===== src/hdl/assert_macros.svh =====
// Assertion macros shared by the RTL of the weighted log-likelihood accumulator.
// No dependencies; included by modules that carry concurrent assertions.
`ifndef ASSERT_MACROS_SVH
`define ASSERT_MACROS_SVH

// prop must hold at every rising clock edge outside reset
`define ASSERT_CLK(label, clk, rst, prop, msg) \
   label: assert property (@(posedge clk) disable iff (rst) (prop)) \
      else $error(msg);

// expr must never be true at a rising clock edge outside reset
`define ASSERT_NEVER(label, clk, rst, expr, msg) \
   label: assert property (@(posedge clk) disable iff (rst) !(expr)) \
      else $error(msg);

`endif


===== src/hdl/wlla_pkg.sv =====
// Shared constants, codes and control structs of the weighted log-likelihood accumulator.
// No dependencies; used by wlla_mul, wlla_ctrl and the top level.
`timescale 1ns / 1ps

package wlla_pkg;

   // input / register field widths
   localparam int PROB_FRAC_BITS = 24;
   localparam int PROB_W         = 25;
   localparam int CLASS_W        = 2;
   localparam int GAIN_W         = 24;
   localparam int GAIN_FRAC_BITS = 20;
   localparam int CSR_IDX_W      = 1;

   // allele class codes
   localparam logic [CLASS_W-1:0] CLASS_NONE = 2'd0;
   localparam logic [CLASS_W-1:0] CLASS_ONE  = 2'd1;
   localparam logic [CLASS_W-1:0] CLASS_TWO  = 2'd2;

   // register indexes
   localparam logic [CSR_IDX_W-1:0] CSR_GAIN_ONE = 1'b0;
   localparam logic [CSR_IDX_W-1:0] CSR_GAIN_TWO = 1'b1;

   localparam logic [GAIN_W-1:0] GAIN_UNITY = GAIN_W'(1 << GAIN_FRAC_BITS);

   // marker sum
   localparam int SUM_W  = 48;
   localparam int TERM_W = PROB_W + GAIN_W - GAIN_FRAC_BITS;

   // shared multiplier
   localparam int MUL_W  = 32;
   localparam int PROD_W = 2 * MUL_W;

   localparam logic [1:0] MUL_OP_TERM   = 2'd0;
   localparam logic [1:0] MUL_OP_SQUARE = 2'd1;
   localparam logic [1:0] MUL_OP_LN2    = 2'd2;

   // log unit
   localparam int MANT_W         = 32;
   localparam int EXP_W          = $clog2(SUM_W);
   localparam int EXPD_W         = EXP_W + 1;
   localparam int LOG2_FRAC_BITS = 20;
   localparam int L2_W           = EXPD_W + LOG2_FRAC_BITS;
   localparam int NORM_STEPS     = EXP_W;
   localparam int NORM_IDX_W     = $clog2(NORM_STEPS);
   localparam int SQ_STEPS       = LOG2_FRAC_BITS;
   localparam int SQ_CNT_W       = $clog2(SQ_STEPS);
   localparam logic [MUL_W-1:0] LN2_Q32 = 32'd2977044472;
   localparam int RND_SHIFT      = LOG2_FRAC_BITS + 32 - 16;
   localparam logic [PROD_W-1:0] RND_HALF = PROD_W'(1) << (RND_SHIFT - 1);
   localparam int LN_W           = L2_W + 32 - RND_SHIFT + 1;

   // row total, signed Q16.16
   localparam int ROW_W = 32;
   localparam logic [ROW_W-1:0] ROW_MAX = {1'b0, {(ROW_W-1){1'b1}}};
   localparam logic [ROW_W-1:0] ROW_MIN = {1'b1, {(ROW_W-1){1'b0}}};

   typedef struct packed {
      logic end_marker;
      logic end_row;
      logic sum_zero;
      logic rsp_free;
   } status_type;

   typedef struct packed {
      logic                  load_item;
      logic                  mul_en;
      logic [1:0]            mul_op;
      logic                  accum;
      logic                  norm_step;
      logic [NORM_IDX_W-1:0] norm_index;
      logic                  sq_update;
      logic                  ln_round;
      logic                  row_add;
      logic                  emit;
   } ctrl_type;

endpackage


===== src/hdl/weighted_log_likelihood_accumulator.sv =====
// Top level of the weighted log-likelihood accumulator: datapath registers, log unit,
// row total and result register. Depends on wlla_pkg, wlla_mul, wlla_ctrl, assert_macros.svh.
`timescale 1ns / 1ps
`include "assert_macros.svh"

// Weighted log-likelihood accumulator. Each req beat carries one Q1.24 probability
// (tdata), its risk-allele class (tuser[1:0]), a marker-end mark (tuser[2]) and a
// row-end mark (tlast). Class 0 adds the probability as is to the marker sum, class 1
// and 2 weight it by the Q4.20 gains in CSR 0 and 1, class 3 adds nothing. A marker
// end adds ln(marker sum) in Q16.16 to a saturating row total (a zero sum adds -2^31
// and sets the zero flag); a row end sends one rsp beat and clears the row. Items are
// handled one at a time: req_tready is high only while the sequencer idles. A plain
// item steps through accept, multiply and accumulate; a row end with no marker end
// adds an emit that waits on a still-unread result; a zero-sum marker end adds a row
// add; a marker end with a nonzero sum adds 6 normalize steps, 20 square-and-update
// passes through the one shared 32x32 multiplier, ln2 scale, round and row add, plus
// an emit for a row end. A finished result waits in the rsp register while the next
// items are taken.
module weighted_log_likelihood_accumulator (
   input  logic        clock,
   input  logic        reset,

   input  logic        req_tvalid,
   output logic        req_tready,
   input  logic [31:0] req_tdata,   // [24:0] probability, rest zero
   input  logic [2:0]  req_tuser,   // [1:0] allele_class, [2] last_of_marker
   input  logic        req_tlast,   // last_of_row

   output logic        rsp_tvalid,
   input  logic        rsp_tready,
   output logic [31:0] rsp_tdata,   // [31:0] log_total
   output logic [1:0]  rsp_tuser,   // [0] zero_sum_seen, [1] saturated

   input  logic                             csr_valid,
   output logic                             csr_ready,
   input  logic [wlla_pkg::CSR_IDX_W-1:0]   csr_index,
   input  logic [wlla_pkg::GAIN_W-1:0]      csr_data
);

   localparam int SUM_W  = wlla_pkg::SUM_W;
   localparam int MANT_W = wlla_pkg::MANT_W;
   localparam int ROW_W  = wlla_pkg::ROW_W;
   localparam int LN_W   = wlla_pkg::LN_W;

   wlla_pkg::ctrl_type   ctrl;
   wlla_pkg::status_type status;

   logic req_fire;

   // config
   logic [wlla_pkg::GAIN_W-1:0] gain_one_ff, gain_two_ff;

   // current item
   logic [wlla_pkg::PROB_W-1:0]  prob_ff;
   logic [wlla_pkg::CLASS_W-1:0] class_ff;
   logic                         end_marker_ff, end_row_ff;

   // architectural state
   logic [SUM_W-1:0] marker_sum_ff, marker_sum_in;
   logic [ROW_W-1:0] row_total_ff, row_total_in;
   logic             zero_flag_ff, zero_flag_in;
   logic             sat_flag_ff, sat_flag_in;

   // log unit
   logic [SUM_W-1:0]                   norm_ff, norm_in;
   logic [wlla_pkg::EXP_W-1:0]         e_ff, e_in;
   logic [wlla_pkg::LOG2_FRAC_BITS-1:0] frac_ff, frac_in;
   logic [LN_W-1:0]                    ln_ff, ln_in;

   // result register
   logic             rsp_valid_ff;
   logic [ROW_W-1:0] rsp_data_ff;
   logic             rsp_zero_ff, rsp_sat_ff;

   // multiplier
   logic [wlla_pkg::MUL_W-1:0]  mul_a, mul_b;
   logic [wlla_pkg::PROD_W-1:0] product;
   logic [wlla_pkg::GAIN_W-1:0] gain_sel;

   // datapath intermediates
   logic [wlla_pkg::TERM_W-1:0] term;
   logic [SUM_W:0]              sum_wide;
   logic [SUM_W-1:0]            sum_next;
   logic [wlla_pkg::EXPD_W-1:0] exp_diff;
   logic [wlla_pkg::L2_W-1:0]   l2, l2_mag;
   logic                        l2_neg;
   logic [MANT_W:0]             sq_top;
   logic [wlla_pkg::PROD_W-1:0] rnd_sum;
   logic [LN_W-2:0]             rnd_mag;
   logic                        sum_is_zero;
   logic [ROW_W:0]              add_val, row_sum;

   assign req_fire  = req_tvalid && req_tready;
   assign csr_ready = 1'b1;

   assign status.end_marker = end_marker_ff;
   assign status.end_row    = end_row_ff;
   assign status.sum_zero   = (sum_next == '0);
   assign status.rsp_free   = !rsp_valid_ff || rsp_tready;

   wlla_ctrl u_ctrl (
      .clock  (clock),
      .reset  (reset),
      .start  (req_fire),
      .status (status),
      .ready  (req_tready),
      .ctrl   (ctrl)
   );

   wlla_mul u_mul (
      .clock   (clock),
      .mul_en  (ctrl.mul_en),
      .mul_a   (mul_a),
      .mul_b   (mul_b),
      .product (product)
   );

   // gain per class; class 0 runs through the multiplier at unity
   always_comb begin
      unique case (class_ff)
         wlla_pkg::CLASS_NONE: gain_sel = wlla_pkg::GAIN_UNITY;
         wlla_pkg::CLASS_ONE:  gain_sel = gain_one_ff;
         wlla_pkg::CLASS_TWO:  gain_sel = gain_two_ff;
         default:              gain_sel = '0;
      endcase
   end

   // log2 = (e - frac bits).frac, sign/magnitude for the ln2 multiply
   assign exp_diff = {1'b0, e_ff} - wlla_pkg::EXPD_W'(wlla_pkg::PROB_FRAC_BITS);
   assign l2       = {exp_diff, frac_ff};
   assign l2_neg   = exp_diff[wlla_pkg::EXPD_W-1];
   assign l2_mag   = l2_neg ? (-l2) : l2;

   always_comb begin
      unique case (ctrl.mul_op)
         wlla_pkg::MUL_OP_TERM: begin
            mul_a = wlla_pkg::MUL_W'(prob_ff);
            mul_b = wlla_pkg::MUL_W'(gain_sel);
         end
         wlla_pkg::MUL_OP_SQUARE: begin
            mul_a = norm_ff[SUM_W-1 -: MANT_W];
            mul_b = norm_ff[SUM_W-1 -: MANT_W];
         end
         wlla_pkg::MUL_OP_LN2: begin
            mul_a = wlla_pkg::MUL_W'(l2_mag);
            mul_b = wlla_pkg::LN2_Q32;
         end
         default: begin
            mul_a = '0;
            mul_b = '0;
         end
      endcase
   end

   // saturating marker accumulate
   assign term     = product[wlla_pkg::GAIN_FRAC_BITS +: wlla_pkg::TERM_W];
   assign sum_wide = {1'b0, marker_sum_ff} + (SUM_W+1)'(term);
   assign sum_next = sum_wide[SUM_W] ? {SUM_W{1'b1}} : sum_wide[SUM_W-1:0];

   // squaring: Q1.31 * Q1.31 >> 31, renormalize on overflow past 2.0
   assign sq_top  = product[MANT_W-1 +: MANT_W+1];

   // round to Q16.16, ties away from zero on the magnitude
   assign rnd_sum = product + wlla_pkg::RND_HALF;
   assign rnd_mag = rnd_sum[wlla_pkg::RND_SHIFT +: LN_W-1];

   // row update, a zero marker sum adds the most negative value
   assign sum_is_zero = (marker_sum_ff == '0);
   assign add_val = sum_is_zero ? {wlla_pkg::ROW_MIN[ROW_W-1], wlla_pkg::ROW_MIN}
                                : {{(ROW_W+1-LN_W){ln_ff[LN_W-1]}}, ln_ff};
   assign row_sum = {row_total_ff[ROW_W-1], row_total_ff} + add_val;

   always_comb begin
      marker_sum_in = marker_sum_ff;
      row_total_in  = row_total_ff;
      zero_flag_in  = zero_flag_ff;
      sat_flag_in   = sat_flag_ff;
      norm_in       = norm_ff;
      e_in          = e_ff;
      frac_in       = frac_ff;
      ln_in         = ln_ff;

      if (ctrl.accum) begin
         marker_sum_in = sum_next;
         norm_in       = sum_next;
         e_in          = wlla_pkg::EXP_W'(SUM_W - 1);
      end

      // binary search for the top set bit: shifts of 32, 16, 8, 4, 2, 1
      if (ctrl.norm_step) begin
         unique case (ctrl.norm_index)
            3'd0: if (norm_ff[SUM_W-1 -: 32] == '0) begin
               norm_in = norm_ff << 32;
               e_in    = e_ff - 6'd32;
            end
            3'd1: if (norm_ff[SUM_W-1 -: 16] == '0) begin
               norm_in = norm_ff << 16;
               e_in    = e_ff - 6'd16;
            end
            3'd2: if (norm_ff[SUM_W-1 -: 8] == '0) begin
               norm_in = norm_ff << 8;
               e_in    = e_ff - 6'd8;
            end
            3'd3: if (norm_ff[SUM_W-1 -: 4] == '0) begin
               norm_in = norm_ff << 4;
               e_in    = e_ff - 6'd4;
            end
            3'd4: if (norm_ff[SUM_W-1 -: 2] == '0) begin
               norm_in = norm_ff << 2;
               e_in    = e_ff - 6'd2;
            end
            3'd5: if (!norm_ff[SUM_W-1]) begin
               norm_in = norm_ff << 1;
               e_in    = e_ff - 6'd1;
            end
            default: begin
               norm_in = norm_ff;
            end
         endcase
      end

      if (ctrl.sq_update) begin
         norm_in[SUM_W-1 -: MANT_W] = sq_top[MANT_W] ? sq_top[MANT_W:1] : sq_top[MANT_W-1:0];
         frac_in = {frac_ff[wlla_pkg::LOG2_FRAC_BITS-2:0], sq_top[MANT_W]};
      end

      if (ctrl.ln_round) begin
         ln_in = l2_neg ? (-{1'b0, rnd_mag}) : {1'b0, rnd_mag};
      end

      if (ctrl.row_add) begin
         marker_sum_in = '0;
         zero_flag_in  = zero_flag_ff || sum_is_zero;
         if (row_sum[ROW_W] != row_sum[ROW_W-1]) begin
            row_total_in = row_sum[ROW_W] ? wlla_pkg::ROW_MIN : wlla_pkg::ROW_MAX;
            sat_flag_in  = 1'b1;
         end else begin
            row_total_in = row_sum[ROW_W-1:0];
         end
      end

      if (ctrl.emit) begin
         row_total_in = '0;
         zero_flag_in = 1'b0;
         sat_flag_in  = 1'b0;
      end
   end

   // control and architectural state
   always_ff @(posedge clock) begin
      if (reset) begin
         gain_one_ff   <= wlla_pkg::GAIN_UNITY;
         gain_two_ff   <= wlla_pkg::GAIN_UNITY;
         marker_sum_ff <= '0;
         row_total_ff  <= '0;
         zero_flag_ff  <= 1'b0;
         sat_flag_ff   <= 1'b0;
         rsp_valid_ff  <= 1'b0;
      end else begin
         if (csr_valid && csr_ready) begin
            unique case (csr_index)
               wlla_pkg::CSR_GAIN_ONE: gain_one_ff <= csr_data;
               wlla_pkg::CSR_GAIN_TWO: gain_two_ff <= csr_data;
               default: gain_one_ff <= gain_one_ff;
            endcase
         end
         marker_sum_ff <= marker_sum_in;
         row_total_ff  <= row_total_in;
         zero_flag_ff  <= zero_flag_in;
         sat_flag_ff   <= sat_flag_in;
         if (ctrl.emit) begin
            rsp_valid_ff <= 1'b1;
         end else if (rsp_tready) begin
            rsp_valid_ff <= 1'b0;
         end
      end
   end

   // payload, no reset
   always_ff @(posedge clock) begin
      if (ctrl.load_item) begin
         prob_ff       <= req_tdata[wlla_pkg::PROB_W-1:0];
         class_ff      <= req_tuser[wlla_pkg::CLASS_W-1:0];
         end_marker_ff <= req_tuser[wlla_pkg::CLASS_W];
         end_row_ff    <= req_tlast;
      end
      norm_ff <= norm_in;
      e_ff    <= e_in;
      frac_ff <= frac_in;
      ln_ff   <= ln_in;
      if (ctrl.emit) begin
         rsp_data_ff <= row_total_ff;
         rsp_zero_ff <= zero_flag_ff;
         rsp_sat_ff  <= sat_flag_ff;
      end
   end

   assign rsp_tvalid = rsp_valid_ff;
   assign rsp_tdata  = rsp_data_ff;
   assign rsp_tuser  = {rsp_sat_ff, rsp_zero_ff};

   `ASSERT_CLK(a_mant_normalized, clock, reset, (ctrl.mul_en && ctrl.mul_op == wlla_pkg::MUL_OP_SQUARE) |-> norm_ff[SUM_W-1], "squaring operand lost its leading one")
   `ASSERT_CLK(a_rsp_from_emit, clock, reset, $rose(rsp_valid_ff) |-> $past(ctrl.emit), "rsp valid rose without an emit")
   `ASSERT_CLK(a_sat_clipped, clock, reset, $rose(sat_flag_ff) |-> (row_total_ff == wlla_pkg::ROW_MAX || row_total_ff == wlla_pkg::ROW_MIN), "saturation flag set off a limit")
   `ASSERT_NEVER(a_ready_while_busy, clock, reset, req_tready && (ctrl.accum || ctrl.row_add || ctrl.mul_en), "input ready during item processing")

endmodule


===== src/hdl/wlla_mul.sv =====
// Shared 32x32 unsigned multiplier with registered product.
// Depends on wlla_pkg for widths.
`timescale 1ns / 1ps

module wlla_mul (
   input  logic                         clock,
   input  logic                         mul_en,
   input  logic [wlla_pkg::MUL_W-1:0]   mul_a,
   input  logic [wlla_pkg::MUL_W-1:0]   mul_b,
   output logic [wlla_pkg::PROD_W-1:0]  product
);

   logic [wlla_pkg::PROD_W-1:0] product_ff;
   logic [wlla_pkg::PROD_W-1:0] product_in;

   assign product_in = wlla_pkg::PROD_W'(mul_a) * wlla_pkg::PROD_W'(mul_b);

   always_ff @(posedge clock) begin
      if (mul_en) begin
         product_ff <= product_in;
      end
   end

   assign product = product_ff;

endmodule


===== src/hdl/wlla_ctrl.sv =====
// Sequencer of the accumulator: steps one item through term, normalize, squaring,
// ln2 scaling, row update and emit. Depends on wlla_pkg for codes and structs.
`timescale 1ns / 1ps

module wlla_ctrl (
   input  logic                 clock,
   input  logic                 reset,
   input  logic                 start,
   input  wlla_pkg::status_type status,
   output logic                 ready,
   output wlla_pkg::ctrl_type   ctrl
);

   localparam logic [3:0] S_IDLE    = 4'd0;
   localparam logic [3:0] S_TERM    = 4'd1;
   localparam logic [3:0] S_ACCUM   = 4'd2;
   localparam logic [3:0] S_NORM    = 4'd3;
   localparam logic [3:0] S_SQ_MUL  = 4'd4;
   localparam logic [3:0] S_SQ_UPD  = 4'd5;
   localparam logic [3:0] S_LN_MUL  = 4'd6;
   localparam logic [3:0] S_LN_RND  = 4'd7;
   localparam logic [3:0] S_ROW_ADD = 4'd8;
   localparam logic [3:0] S_EMIT    = 4'd9;

   logic [3:0]                      state_ff, state_in;
   logic [wlla_pkg::NORM_IDX_W-1:0] idx_ff, idx_in;
   logic [wlla_pkg::SQ_CNT_W-1:0]   cnt_ff, cnt_in;

   always_comb begin
      state_in = state_ff;
      idx_in   = idx_ff;
      cnt_in   = cnt_ff;
      ctrl     = '0;
      ctrl.norm_index = idx_ff;
      unique case (state_ff)
         S_IDLE: begin
            if (start) begin
               ctrl.load_item = 1'b1;
               state_in       = S_TERM;
            end
         end
         S_TERM: begin
            ctrl.mul_en = 1'b1;
            ctrl.mul_op = wlla_pkg::MUL_OP_TERM;
            state_in    = S_ACCUM;
         end
         S_ACCUM: begin
            ctrl.accum = 1'b1;
            idx_in     = '0;
            priority if (status.end_marker && status.sum_zero) begin
               state_in = S_ROW_ADD;
            end else if (status.end_marker) begin
               state_in = S_NORM;
            end else if (status.end_row) begin
               state_in = S_EMIT;
            end else begin
               state_in = S_IDLE;
            end
         end
         S_NORM: begin
            ctrl.norm_step = 1'b1;
            if (idx_ff == wlla_pkg::NORM_IDX_W'(wlla_pkg::NORM_STEPS - 1)) begin
               cnt_in   = '0;
               state_in = S_SQ_MUL;
            end else begin
               idx_in = idx_ff + 1'b1;
            end
         end
         S_SQ_MUL: begin
            ctrl.mul_en = 1'b1;
            ctrl.mul_op = wlla_pkg::MUL_OP_SQUARE;
            state_in    = S_SQ_UPD;
         end
         S_SQ_UPD: begin
            ctrl.sq_update = 1'b1;
            if (cnt_ff == wlla_pkg::SQ_CNT_W'(wlla_pkg::SQ_STEPS - 1)) begin
               state_in = S_LN_MUL;
            end else begin
               cnt_in   = cnt_ff + 1'b1;
               state_in = S_SQ_MUL;
            end
         end
         S_LN_MUL: begin
            ctrl.mul_en = 1'b1;
            ctrl.mul_op = wlla_pkg::MUL_OP_LN2;
            state_in    = S_LN_RND;
         end
         S_LN_RND: begin
            ctrl.ln_round = 1'b1;
            state_in      = S_ROW_ADD;
         end
         S_ROW_ADD: begin
            ctrl.row_add = 1'b1;
            state_in     = status.end_row ? S_EMIT : S_IDLE;
         end
         S_EMIT: begin
            if (status.rsp_free) begin
               ctrl.emit = 1'b1;
               state_in  = S_IDLE;
            end
         end
         default: begin
            state_in = S_IDLE;
         end
      endcase
   end

   always_ff @(posedge clock) begin
      if (reset) begin
         state_ff <= S_IDLE;
         idx_ff   <= '0;
         cnt_ff   <= '0;
      end else begin
         state_ff <= state_in;
         idx_ff   <= idx_in;
         cnt_ff   <= cnt_in;
      end
   end

   assign ready = (state_ff == S_IDLE);

endmodule

===== config.mk =====
export PLATFORM = sky130hd
export DESIGN_NAME = weighted_log_likelihood_accumulator
export DESIGN_NICKNAME = d
export VERILOG_FILES = /design/src/hdl/wlla_pkg.sv /design/src/hdl/weighted_log_likelihood_accumulator.sv /design/src/hdl/wlla_mul.sv /design/src/hdl/wlla_ctrl.sv
export VERILOG_INCLUDE_DIRS = /design/src /design/src/hdl
export SDC_FILE = /design/constraint.sdc
export NUM_CORES = 2
export LEC_CHECK = 0
export ABC_AREA = 1
export BUFFER_PORTS_ARGS = -buffer_cell sky130_fd_sc_hd__buf_2
export CORE_MARGIN = 2
export CORE_UTILIZATION = 35
export CTS_CLUSTER_SIZE = 25
export DETAILED_ROUTE_END_ITERATION = 10
export PLACE_DENSITY = 0.6
export RECOVER_POWER = 50
export SLEW_MARGIN = 20
export SYNTH_ARGS = -nofsm -noshare
export SYNTH_HDL_FRONTEND = slang
export SYNTH_SLANG_ARGS = --single-unit

===== constraint.sdc =====
create_clock -name clock -period 18.55 [get_ports clock]
set_input_delay 0.9275 -clock clock [delete_from_list [all_inputs] [get_ports clock]]
set_output_delay 0.9275 -clock clock [all_outputs]
set_load 0.05 [all_outputs]

# Yosys cells after proc, flatten, opt, wreduce, memory -nomap -nowiden
# Index checks and enable logic that the tools add are counted.
dict set report totals {
  reg_bits 368
  input_bits 66
  out_inout_bits 37
  wordCells 148
}
dict set report classes {
  add_sub_neg 14
  mul 1
  n_eq_ne 27
  muxes 54
  n_bitwise 1
  n_reduce_logical 27
}
# operator n
set ops {}
lappend ops {{48-bit 2-to-1 mux} 9}
lappend ops {{48-bit case mux with 6 select lines} 1}
lappend ops {{32-bit case mux with 3 select lines} 2}
lappend ops {{32-bit 2-to-1 mux} 4}
lappend ops {{48-bit zero test} 2}
lappend ops {{24-bit case mux with 3 select lines} 1}
lappend ops {{32-bit by 32-bit multiplier with 64-bit output} 1}
lappend ops {{59-bit by 36-bit adder with 59-bit output (second input constant)} 1}
lappend ops {{48-bit by 29-bit adder with 49-bit output} 1}
lappend ops {{6-bit 2-to-1 mux} 8}
lappend ops {{4-bit case mux with 10 select lines} 1}
lappend ops {{6-bit case mux with 6 select lines} 1}
lappend ops {{33-bit adder} 1}
lappend ops {{33-bit 2-to-1 mux} 1}
lappend ops {{32-bit zero test} 1}
lappend ops {{27-bit 2-to-1 mux} 1}
lappend ops {{27-bit negator} 1}
lappend ops {{4-bit 2-to-1 mux} 6}
lappend ops {{23-bit negator with 24-bit output} 1}
lappend ops {{23-bit 2-to-1 mux} 1}
lappend ops {{4-bit by 3-bit equality test with 1-bit output (second input constant)} 4}
lappend ops {{16-bit zero test} 1}
lappend ops {{1-bit 2-to-1 mux} 11}
lappend ops {{5-bit 2-to-1 mux} 2}
lappend ops {{other kinds (40)} 61}

# Logic depth before layout (Yosys ltp)
dict set report depth {
  word_depth 7
  depth_mapped 45
  depth_no_buf 45
}

# Hierarchy
# Synthesis repeated with hierarchy kept, for this count alone.
dict set report unflattened {
  cells_unflattened 8517
  area_unflattened_um2 61046.0
}
# module n_inst cells_per_inst area_each_um2 seq_area_each_um2
set by_module_without_submodules {}
lappend by_module_without_submodules {wlla_mul 1 5021 38045.2 1921.8}
lappend by_module_without_submodules {weighted_log_likelihood_accumulator 1 3359 22135.0 7447.1}
lappend by_module_without_submodules {wlla_ctrl 1 137 865.8 240.2}

# Worst setup path before layout
# OpenSTA, ideal clock, no wires.
dict set report synth_timing {
  path_type {register to register}
  start {reg e_ff[4] (netlist name)}
  end {reg u_mul.product_ff, in the netlist u_mul.product[52], data pin}
  setup_ns 0.260
  t_arrival_ns 7.856
  required_time_ns 18.290
  slack_ns 10.434
  stages_incl_launch_ff 43
  path_buffers 3
  period_less_slack_ns 8.116
  cell_sequence {edfxtp_1 > ha_1 > nand2_1 > nand2_2 > inv_2 > buf_2 > buf_1 > nand3_1 > nand3_1 > nand2_1 > clkinv_1 > clkbuf_1 > nor2_1 > fa_1 > fa_1 > fa_1 > inv_1 > fa_1 > (+7 left out) > fa_1 > inv_1 > ha_1 > nand2_1 > nor2_1 > inv_1 > nor2_1 > inv_1 > nor3_1 > inv_1 > o21ai_2 > nand2_1 > nand2_1 > nand2_1 > nand2_1 > nand4_1 > nand2_1 > xor2_1}
}
dict set report synth_between {
  elab_chain_cells 5
}
# element line
set synth_lines {}
lappend synth_lines {{start: declaration} weighted_log_likelihood_accumulator.sv:66} ;# logic [wlla_pkg::EXP_W-1:0] e_ff, e_in;
lappend synth_lines {{start signal: assignment} weighted_log_likelihood_accumulator.sv:288} ;# e_ff <= e_in;
lappend synth_lines {{6-bit by 5-bit subtractor with 7-bit output (*)} weighted_log_likelihood_accumulator.sv:129} ;# assign exp_diff = {1'b0, e_ff} - wlla_pkg::EXPD_W'(wlla_pkg::PROB_FRAC_BITS);
lappend synth_lines {{27-bit negator} weighted_log_likelihood_accumulator.sv:132} ;# assign l2_mag = l2_neg ? (-l2) : l2;
lappend synth_lines {{27-bit 2-to-1 mux (*)} weighted_log_likelihood_accumulator.sv:132}
lappend synth_lines {{32-bit case mux with 3 select lines (*)} weighted_log_likelihood_accumulator.sv:135} ;# unique case (ctrl.mul_op)
lappend synth_lines {{32-bit by 32-bit multiplier with 64-bit output (*)} wlla_mul.sv:16} ;# assign product_in = wlla_pkg::PROD_W'(mul_a) * wlla_pkg::PROD_W'(mul_b);
lappend synth_lines {{net u_mul.product_in, one bit} wlla_mul.sv:14} ;# logic [wlla_pkg::PROD_W-1:0] product_in;
lappend synth_lines {{end signal: assignment} wlla_mul.sv:20} ;# product_ff <= product_in;
lappend synth_lines {{end: declaration} wlla_mul.sv:13} ;# logic [wlla_pkg::PROD_W-1:0] product_ff;
# Mark *: on every way through the listed nets, which the timed path passes. The rest lies on a longest branch.
# A chain may end at the register's enable or synchronous reset.

# Worst setup path in the final report
dict set report layout_timing {
  start {reg e_ff[5] (netlist name)}
  end {reg u_mul.product_ff, in the netlist u_mul.product[52], data pin}
}
# Same word-level chain as after synthesis.

==> results.ini <==
[grt]
first_global_vias = 49656
grt_start_max_net_pins = 57
grt-ovfl-total = 0
grt.total_usage_pct = 26.1
grt_pass1_wl_mm = 319
antenna_found_initial = 6

[layout]
area_growth_pct = 7.60
fin_cells = 9532
drive_gt1_share_pct = 4.60
final_nets = 8635

[floorplanning]
start_util_pct = 35.2
num_io_pins = 103
rows = 147
die_y_um = 405
dieArea_um2 = 164000
die_x_um = 405
core-area_um2 = 160000

[hold_path]
hold_path_depth = 0
min_path_type = register to register

[timing]
fin_crit_ns = 12.20
setup_viol = 0
fin_crit_sh_pct = 65.8
max_slew_margin_pct = -88.6
slew_violations = 215
rsz0062_at_grt = no
tightest_slew_ns = 2.82
finalClockSkew_ns = 0.0307
fmax_mhz = 81.9
hold_viol = 0
fin_tns_setup_ns = 0

[detailed_routing]
drt_iter0_markers = 5266
drcViolationCount = 0
via_per_inst = 5.25
drt-total-wl_mm = 216
ant_nets = 0
wl_per_cell_um = 22.7
first_pass_iters = 6
vias = 50052

[synth]
netlist_area_um2 = 56300
syn_nets = 8667
syn_inst = 7366
post_synth.cell_area_avg_um2 = 7.65
ys_seq_area_share_pct = 16.0
synth_seq_cells = 348
ys.flop_type = edfxtp_1
ys_warn_count = 0
synthArstFlopShare_pct = 0
yosys.cell_types.count = 66
synth_edf_count = 204

[clocking]
clk-insertion-delay-late_ns = 0.60
cts_tree = done
cts_buffer_depth = 3
h-tree-depth = 2
clk_pin_slew_ns = 0.06
cts_buffers = 44
cts_hold_buf = 0
cts_sinks = 348
cts_resized = 0
post-cts-setup-buffers = 0
cts_root_buffer = clkbuf_16

[power]
irDropWorstVdd_mv = 0.169
power_frac_comb_pct = 74.8
clockPowerShare_pct = 9.9
p_total_mw = 9.34
powerDensity_nw_per_um2 = 154
leakage_nw = 29.8
p_sw_share_pct = 58.5
switching_power_mw = 5.46
power_frac_seq_pct = 15.3
intPower_mw = 3.88

[status]
status = finished with violations
violations = capacitance limit, slew limit

[worst_setup_path]
critical_path_class = register to register
cp-end-kind = register
critPathRequiredTime_ns = 18.90
slowest_delay_ns = 1.68
worst_ep_arrival_time_ns = 12.56
slowest_stage = clkbuf_1
cp-start-kind = register
cpMostUsedCell = inv_1
reg2reg_depth = 44
path_max_fanout = 50

[place]
gp_congestion = 1.01
io_buffers = 94
dpl.cell_count = 9447
dp.final_hpwl_mm = 168

[job]
drv_cap = 5

==> worst max-delay path: cells and delay by family, from the launching register on <==
| family | cells | cell delay [ns] |
|---|---|---|
| DFF | 1 | 0.43 |
| AOI/OAI and AO/OA | 2 | 0.51 |
| buffers and inverters | 15 | 4.18 |
| xor gates and xnor gates | 1 | 0.33 |
| adders and majority gates | 10 | 4.52 |
| and+or+nand+nor | 16 | 1.87 |
==> layout make-up <==
cell class	count	area [µm²]
Inverter	1631	6130
Clock inverter	26	329
Timing Repair Buffer	187	1090
Sequential cell	348	9010
Clock buffer	55	1200
Tap cell	2160	2700
Fill cell	16798	99600
Antenna cell	3	7.51
Multi-Input combinational cell	5122	40100
==> cell usage after synthesis (52+ instances only) <==
cell,count,area (µm²)
inv_1,1583,5940
nand2_1,1485,5570
nor2_1,954,3580
fa_1,897,18000
ha_1,338,4230
a21oi_1,335,1680
o21ai_0,316,1580
nand3_1,218,1090
edfxtp_1,204,6130
clkbuf_1,197,739
dfxtp_1,144,2880
xor2_1,90,788
o21a_1,59,443
nand4_1,52,325
==> cell usage in the layout, fill, tap and decap left out, types with 7 or more instances in the layout <==
master,instances
inv_1,1581
nand2_1,1482
nor2_1,947
fa_1,897
ha_1,338
a21oi_1,335
o21ai_0,310
nand3_1,218
edfxtp_1,204
dfxtp_1,144
xor2_1,90
buf_4,86
o21a_1,59
buf_2,55
nand4_1,52
clkbuf_1,52
o22ai_1,48
clkbuf_16,45
nor3_1,38
xnor2_1,33
nor4_1,31
clkinv_1,27
inv_2,23
nand2_2,23
o21ai_1,20
o221ai_1,20
nor2_2,19
nor2_4,14
a211oi_1,13
a22oi_1,13
a31oi_1,12
o21bai_1,11
o21ai_2,11
clkinv_2,10
a21o_1,9
o211ai_1,7
==> metrics by stage <==
step	setup slack [ns]	hold WS [ns]	cell area [µm²]	util [%]
finish	6.35	0.436	60600	37.8
CTS	8.39	0.433	60700	37.9
detailed placement	8.41	0.416	59200	36.9
floorplan	10.43	0.408	56300	-
global route	5.76	0.436	60600	37.8
global placement	8.48	0.418	59200	36.9
==> final timing paths <==
path / from / endpoint / slack, ns
worst max-delay path: e_ff[5]$_DFF_P_ / u_mul.product[52]$_DFFE_PP_ / 6.35
worst min-delay path: zero_flag_ff$_SDFFE_PP0P_ / rsp_zero_ff$_DFFE_PP_ / 0.44
worst max register to register: e_ff[5]$_DFF_P_ / u_mul.product[52]$_DFFE_PP_ / 6.35
worst min register to register: zero_flag_ff$_SDFFE_PP0P_ / rsp_zero_ff$_DFFE_PP_ / 0.44
==> metal layers <==
metal | up-vias | global-route usage [%] | wire, µm
met5 | - | 0 | 14
met4 | 2 | 11.3 | 11000
met3 | 461 | 5.61 | 22300
met2 | 2505 | 40.6 | 94800
met1 | 24722 | 35.1 | 88200
li1 | 22362 | - | -
==> power groups by stage <==
| stage | logic (mW) | registers (mW) | clock network (mW) |
|---|---|---|---|
| after floorplan | 4.35 | 1.26 | 0 |
| after global placement | 6.75 | 1.43 | 0 |
| after detailed placement | 6.79 | 1.43 | 0 |
| after CTS | 6.83 | 1.42 | 0.940 |
| after global routing | 7.63 | 1.43 | 0.968 |
| final | 6.99 | 1.43 | 0.926 |
==> registers in the layout, summed over array words and instances, names as in the netlist, 4 cells and up <==
signal / cells
e_ff: 6
frac_ff: 20
gain_one_ff: 24
gain_two_ff: 24
ln_ff: 24
marker_sum_ff: 48
norm_ff: 48
prob_ff: 25
row_total_ff: 32
rsp_tdata: 32
u_ctrl.cnt_ff: 5
u_ctrl.state_ff: 4
u_mul.product: 44
==> cell families (layout without fill, tap and decap cells) <==
kind of cell	after synthesis	after routing	share of synthesized area, %
simple gates	2859	2859	20.7
fa+ha+maj	1235	1235	39.4
other cells	1	4	0.00666
xor+xnor	127	127	2.03
compound gates	900	900	9.05
flops	348	348	16.0
buf+inv	1896	1899	12.8
Power figures use the tool's default switching activity.
